**config.mk**
```make
export PLATFORM = sky130hd
export DESIGN_NAME = cbhs_ctrl
export DESIGN_NICKNAME = d
export VERILOG_FILES = /design/src/hdl/cbhs_pkg.sv /design/src/hdl/cbhs_ctrl.sv
export SDC_FILE = /design/constraint.sdc
export NUM_CORES = 1
export LEC_CHECK = 0
export BUFFER_PORTS_ARGS = -buffer_cell sky130_fd_sc_hd__buf_2
export CORE_AREA = 2 2 39 41
export DETAILED_ROUTE_END_ITERATION = 7
export DIE_AREA = 0 0 41 43
export GPL_ROUTABILITY_DRIVEN = 1
export MAX_ROUTING_LAYER = met4
export SETUP_SLACK_MARGIN = 0.2
export SLEW_MARGIN = 20
export SYNTH_ARGS = -nofsm -noshare
export SYNTH_HDL_FRONTEND = slang
export SYNTH_SLANG_ARGS = --single-unit
export TNS_END_PERCENT = 30
```
**constraint.sdc**
```tcl
create_clock -name clock -period 3.8 [get_ports clock]
set_input_delay 0.57 -clock clock [delete_from_list [all_inputs] [get_ports clock]]
set_output_delay 0.57 -clock clock [all_outputs]
set_load 0.03 [all_outputs]
```
**src/hdl/cbhs_pkg.sv**
```systemverilog
`timescale 1ns / 1ps
`default_nettype none
// ----------------------------------------------------------------------------
// cbhs_pkg
// Shared types and codes for the clamped bilinear height sampler.
// ----------------------------------------------------------------------------
package cbhs_pkg;

   localparam int DEFAULT_MAX_DIM = 256;

   localparam int COORD_W  = 20;
   localparam int FRAC_W   = 8;
   localparam int HEIGHT_W = 16;
   localparam int VALUE_W  = 24;
   localparam int STATUS_W = 2;
   localparam int KIND_W   = 2;
   localparam int DIM_W    = 9;
   localparam int WGT_W    = 17;
   localparam int ACC_W    = 32;
   localparam int CORNER_W = 2;

   localparam int CSR_ADDR_W = 3;
   localparam int CSR_DATA_W = 32;

   // Register index, taken from the word address bit
   localparam logic CSR_IDX_MAP_WIDTH = 1'b0;
   localparam logic CSR_IDX_MAP_DEPTH = 1'b1;

   // Request kinds; the unused code reads like a point read
   localparam logic [KIND_W-1:0] REQ_WRITE  = 2'd0;
   localparam logic [KIND_W-1:0] REQ_SAMPLE = 2'd1;
   localparam logic [KIND_W-1:0] REQ_POINT  = 2'd2;

   // Result status codes
   localparam logic [STATUS_W-1:0] STAT_READ_DONE    = 2'd0;
   localparam logic [STATUS_W-1:0] STAT_WRITE_STORED = 2'd1;
   localparam logic [STATUS_W-1:0] STAT_WRITE_RANGE  = 2'd2;
   localparam logic [STATUS_W-1:0] STAT_MAP_EMPTY    = 2'd3;

   // Corner order of a sample: bit 0 selects the right column, bit 1 the lower row
   localparam logic [CORNER_W-1:0] CORNER_FIRST = 2'd0;
   localparam logic [CORNER_W-1:0] CORNER_LAST  = 2'd3;

   typedef struct packed {
      logic [KIND_W-1:0]          req_type;
      logic signed [COORD_W-1:0]  coord_x;
      logic signed [COORD_W-1:0]  coord_z;
      logic [HEIGHT_W-1:0]        height_value;
   } req_item_type;

   typedef struct packed {
      logic [VALUE_W-1:0]  result_value;
      logic [STATUS_W-1:0] status;
   } rsp_item_type;

   // What an item needs from the height store
   typedef enum logic [1:0] {
      JOB_SAMPLE = 2'd0,
      JOB_POINT  = 2'd1,
      JOB_WRITE  = 2'd2,
      JOB_REPORT = 2'd3
   } job_type;

   typedef struct packed {
      logic                capture;
      logic                read;
      logic [CORNER_W-1:0] corner;
      logic                finish;
      logic                write;
   } dp_cmd_type;

   typedef struct packed {
      job_type job_in;
      job_type job;
   } dp_status_type;

endpackage
`default_nettype wire

```
**src/hdl/cbhs_ctrl.sv**
```systemverilog
`timescale 1ns / 1ps
`default_nettype none
// ----------------------------------------------------------------------------
// cbhs_ctrl
// Sequencer: item accept, corner reads, result register handshake.
// ----------------------------------------------------------------------------
module cbhs_ctrl (
   input  wire logic                      clock,
   input  wire logic                      reset,
   input  wire logic                      req_valid,
   output logic                           req_stall,
   output logic                           rsp_valid,
   input  wire logic                      rsp_stall,
   input  wire cbhs_pkg::dp_status_type   status,
   output cbhs_pkg::dp_cmd_type           cmd
);

   import cbhs_pkg::*;

   typedef enum logic [2:0] {
      S_IDLE   = 3'b001,
      S_READ   = 3'b010,
      S_FINISH = 3'b100
   } state_type;

   state_type           state_ff, state_in;
   logic [CORNER_W-1:0] corner_ff, corner_in;
   logic                rsp_valid_ff, rsp_valid_in;
   logic                capture, out_load;
   logic [CORNER_W-1:0] last_corner;

   assign capture     = (state_ff == S_IDLE) && req_valid;
   assign out_load    = (state_ff == S_FINISH) && (!rsp_valid_ff || !rsp_stall);
   assign last_corner = (status.job == JOB_SAMPLE) ? CORNER_LAST : CORNER_FIRST;

   always_comb begin
      state_in  = state_ff;
      corner_in = corner_ff;
      unique case (state_ff)
         S_IDLE: begin
            if (req_valid) begin
               corner_in = CORNER_FIRST;
               case (status.job_in) inside
                  JOB_SAMPLE, JOB_POINT: state_in = S_READ;
                  default:               state_in = S_FINISH;
               endcase
            end
         end
         S_READ: begin
            if (corner_ff == last_corner) begin
               state_in = S_FINISH;
            end else begin
               corner_in = corner_ff + CORNER_W'(1);
            end
         end
         S_FINISH: begin
            if (out_load) begin
               state_in = S_IDLE;
            end
         end
         default: begin
            state_in = S_IDLE;
         end
      endcase
   end

   always_comb begin
      rsp_valid_in = rsp_valid_ff && rsp_stall;
      if (out_load) begin
         rsp_valid_in = 1'b1;
      end
   end

   always_ff @(posedge clock) begin
      if (reset) begin
         state_ff     <= S_IDLE;
         corner_ff    <= CORNER_FIRST;
         rsp_valid_ff <= 1'b0;
      end else begin
         state_ff     <= state_in;
         corner_ff    <= corner_in;
         rsp_valid_ff <= rsp_valid_in;
      end
   end

   assign cmd.capture = capture;
   assign cmd.read    = (state_ff == S_READ);
   assign cmd.corner  = corner_ff;
   assign cmd.finish  = out_load;
   assign cmd.write   = out_load && (status.job == JOB_WRITE);

   // Hold off items while reset is applied
   assign req_stall = (state_ff != S_IDLE) || reset;
   assign rsp_valid = rsp_valid_ff;

endmodule
`default_nettype wire

```
Word-level counts from Yosys, hierarchy flattened
Cells that the tools add are included.

storage, ports and cells
  register bits after elaboration = 6
  input bits = 8
  output and inout bits = 8
  logic and storage cells = 39

operators by class
  $add $sub $neg = 1
  equality and inequality tests = 11
  mux-type cells = 10
  reduce and logical (&&, ||, !) cells = 14

operators with widths
  kind                 count
  $mux 3               4
  $pmux 3 s3           1
  $mux 2               3
  $ne 2x2->1 const B   3
  $reduce_and 3->1     2
  $logic_and 1x1->1    4
  $logic_not 2->1      2
  $pmux 2 s2           1
  $eq 3x1->1 const B   1
  $eq 3x2->1 const B   1
  $eq 3x3->1 const B   1
  $ne 3x1->1 const B   1
  $add 2x1->2 const B  1
  $eq 2x1->1 const B   1
  $eq 2x2->1           1
  $eq 2x2->1 const B   1
  $logic_not 1->1      2
  $logic_or 1x1->1     2
  $ne 2x1->1 const B   1
  $reduce_bool 2->1    1
  $reduce_or 2->1      1
  $mux 1               1

Logic depth before layout (Yosys ltp)
  depth in word-level cells = 5
  mapped depth = 5
  mapped depth without buffers = 4

Least setup slack after synthesis
No wires, ideal clock.

  path type = reg2out
  start point = register state_ff[2]
  end point = output port cmd[0] (netlist bit)
  data arrival time = 1.289 ns
  data required time = 3.230 ns
  slack = 1.941 ns
  stages on the path, launching flop included = 5
  path through = dfxtp_1 -> inv_2 -> or3_1 -> a21oi_2 -> and3b_1

RTL lines
  item                    RTL line         source
  from (decl)             cbhs_ctrl.sv:26  state_type state_ff, state_in;
  from (signal assigned)  cbhs_ctrl.sv:80  state_ff <= state_in;
  to (decl)               cbhs_ctrl.sv:15  output cbhs_pkg::dp_cmd_type cmd

==> results.md <==
* Status: finished, final reports clean
* Mean Syn Cell Area at 8.541 um^2
* Sequential fraction of the synthesis area at 30.57%
* Placed Instances at 73
* Yosys reg bits at 6
* Clk_skew at 0.005428 ns
* Initial antenna violation count at 0
* Share of cells above drive strength 1 at 38.33%
* Critical Setup Path Class: flop to output port
* Yosys cell types at 27
* Worst Setup Start Kind: flop
* I/O pins at 16
* Largest fanout on the critical path at 6
* Power Internal at 120.0 uW
* LEAKAGE at 0.0002089 uW
* Number of nets in the layout at 70
* R2r startpoint: state_ff[0]
* Period utilization at 57.92%
* Initial cell density of the core at 28.39%
* FF-to-FF setup slack at 2.46 ns
* Pwr dens at 364.9 nW/um^2
* Total net switching power at 57.09 uW
* Post-CTS Setup Inserts at 0
* Clock transition at path regs at 0.05 ns
* Die height at 43 um
* Total Power at 177.1 uW
* Worst vdd ir at 0.1195 mV
* Vias at 400
* Clock latency on the worst-skew pair at 0.25 ns
* Worst path required time at 3.23 ns
* Syn Std Cell Area at 392.9 um^2
* Max cap viols at 0
* Worst-Margin Slew at 0.2924 ns
* Die footprint at 1763 um^2
* CTS Root Cell: clkbuf_4
* Synthesis-to-layout area growth at 23.57%
* Port Buffers at 14
* Tmin final at 2.201 ns
* Final Max Slew Viols at 0
* DRT iter0 DRCs at 4
* Post-route ant nets at 0
* Area contributors post-synth: dfxtp_1, a21oi_1, a211oi_1
* Post-Syn Nets at 54
* Combinational power share at 22.9%
* Setup crit end kind: output port
* Post-Route WL at 846 um
* Crit path max-delay cell type: dfxtp_1
* Worst Hold End: rsp_valid
* HP Start: rsp_valid
* Slowest stage delay, CP at 0.47 ns
* Switch share at 32.23%
* Clock Tree Buf Depth at 2
* First-pass GRT wire length at 1221 um
* Die width at 41 um
* Final hold violation count at 0
* RSZ-0062 raised after global routing: false
* # DRC at 0
* RR Endpoint: state_ff[2]
* Power share of the clock group at 35.7%
* Setup violators final at 0
* Mapped Cells at 46
* Hold depth at 2
* Post-CTS sizing at 0
* Per-cell routed wire length at 11.13 um
* Diode count at 0
* Largest net degree at the start of global routing at 11
* Arrival @ worst endpoint at 1.63 ns
* Post-CTS Hold Buffers at 0
* Number of CTS-inserted buffers at 3
* Post-synth top area share at 30.57%
* Vias in the first global route at 298
* Worst R2R Path Depth at 3
* Core ar. at 1384 um^2
* Ys Warns at 0
* Sequential fraction of design power at 41.4%
* Final Core Density at 35.08%
* Total grt overflow at 0
* DRT Pass-1 Iters at 3
* RD Place Congestion at 0.7082
* Filler instances at 156
* CP Cell Sequence: inv_2 > or3_1 > a21oi_2 > and3b_1 > buf_2
* Slew headroom at 80.48%
* Tot GR Track Use at 11.20%
* Synth area leader: dfxtp_1
* Setup tns final at 0 ns
* CTS tree: yes
* H-tree levels at 1
* Max Fclk at 454.4 MHz
* CTS Sinks at 6
* Worst min path class: flop to flop
* Via/cell ratio at 5.263
* Detailed placement HPWL at 629.4 um
* Non-filler cells, final at 76
* Number of cell rows at 14
==> cells in the mapped netlist <==
cell	instances
a21oi_1	6
dfxtp_1	6
nand2_1	4
a211oi_1	3
or3_1	3
buf_4	2
nand3b_1	2
a21o_1	1
a21oi_2	1
a311oi_1	1
a31o_1	1
and3b_1	1
buf_2	1
inv_2	1
mux2_2	1
nand2b_1	1
nand2b_4	1
nand3_1	1
nand4b_1	1
nor2_1	1
nor2_4	1
nor3_2	1
nor3b_1	1
o21ai_0	1
o21bai_1	1
or2_0	1
or3b_1	1
==> kinds of logic (layout without fill, tap and decap cells) <==
| kind of cell | after synthesis | in the layout | share of synthesized area, % |
|---|---|---|---|
| buffers and inverters | 4 | 18 | 6.048 |
| AOI/OAI and AO/OA | 15 | 15 | 25.16 |
| and+or+nand+nor | 20 | 20 | 35.35 |
| muxes | 1 | 1 | 2.866 |
| DFF | 6 | 6 | 30.57 |
==> cell usage in the layout (no fill, tap or decap), drive strengths merged <==
| cell type | instances |
|---|---|
| or3b | 1 |
| a21oi | 7 |
| nand2b | 2 |
| a31o | 1 |
| nand3 | 1 |
| buf | 14 |
| a21o | 1 |
| dfxtp | 6 |
| clkbuf | 3 |
| or3 | 3 |
| inv | 1 |
| nor3 | 1 |
| nand2 | 4 |
| or2 | 1 |
| nor3b | 1 |
| nand4b | 1 |
| mux2 | 1 |
| o21ai | 1 |
| and3b | 1 |
| a211oi | 3 |
| a311oi | 1 |
| nor2 | 2 |
| nand3b | 2 |
| o21bai | 1 |
==> routing by layer <==
layer	wire (um)	share of wire, %	up-vias	track usage [%]
met5	0	0	-	-
met4	38	4.5	0	12.00
met3	37	4.4	5	3.141
met2	381	45	12	14.37
met1	388	46	184	12.50
li1	-	-	199	-
==> area by class of cell <==
class | instances | area (um^2) | area share [%]
Timing Repair Buffer | 14 | 70.07 | 14.43
Tap cell | 16 | 20.02 | 4.124
Multi-Input combinational cell | 36 | 249.0 | 51.29
Inverter | 1 | 3.754 | 0.7732
Sequential cell | 6 | 120.1 | 24.74
Clock buffer | 3 | 22.52 | 4.639
==> through the flow <==
stage | worst slack [ns] | area [um^2] | hold WS, ns
floorplan | 1.941 | 392.9 | 0.5822
global placement | 1.865 | 462.9 | 0.4828
global route | 1.495 | 485.5 | 0.5457
finish | 1.599 | 485.5 | 0.5033
CTS | 1.591 | 485.5 | 0.5056
detailed placement | 1.870 | 462.9 | 0.4981
==> power groups by stage <==
| stage | Clock, uW | Combinational (uW) | Sequential [uW] |
|---|---|---|---|
| 2_1_floorplan | 0 | 33.3 | 72.1 |
| 3_3_place_gp | 0 | 40.3 | 74.5 |
| 3_5_place_dp | 0 | 40.5 | 74.4 |
| 4_1_cts | 63.4 | 40.8 | 73.2 |
| 5_1_grt | 67.1 | 43.8 | 74.1 |
| 6_report | 63.2 | 40.5 | 73.4 |
==> critical path: cells and delay by family, from the launching register on <==
family,cells,cell delay (ns)
buffers and inverters,2,0.27
AOI/OAI and AO/OA,1,0.13
and+or+nand+nor,2,0.51
DFF,1,0.47
==> sequential cells by signal (all words and copies together) (netlist names) <==
register	flops
corner_ff	2
rsp_valid	1
state_ff	3
==> worst max-delay path by stage <==
stage / startpoint / to / slack (ns) / cells after the start
after floorplan: state_ff[2] / cmd[0] / 1.94 / 4
after global placement: state_ff[2] / cmd[0] / 1.87 / 5
after detailed placement: state_ff[2] / cmd[0] / 1.87 / 5
after CTS: state_ff[2] / cmd[0] / 1.59 / 5
after global routing: state_ff[2] / cmd[0] / 1.50 / 5
final: state_ff[2] / cmd[0] / 1.60 / 5
Power figures use the tool's default switching activity.
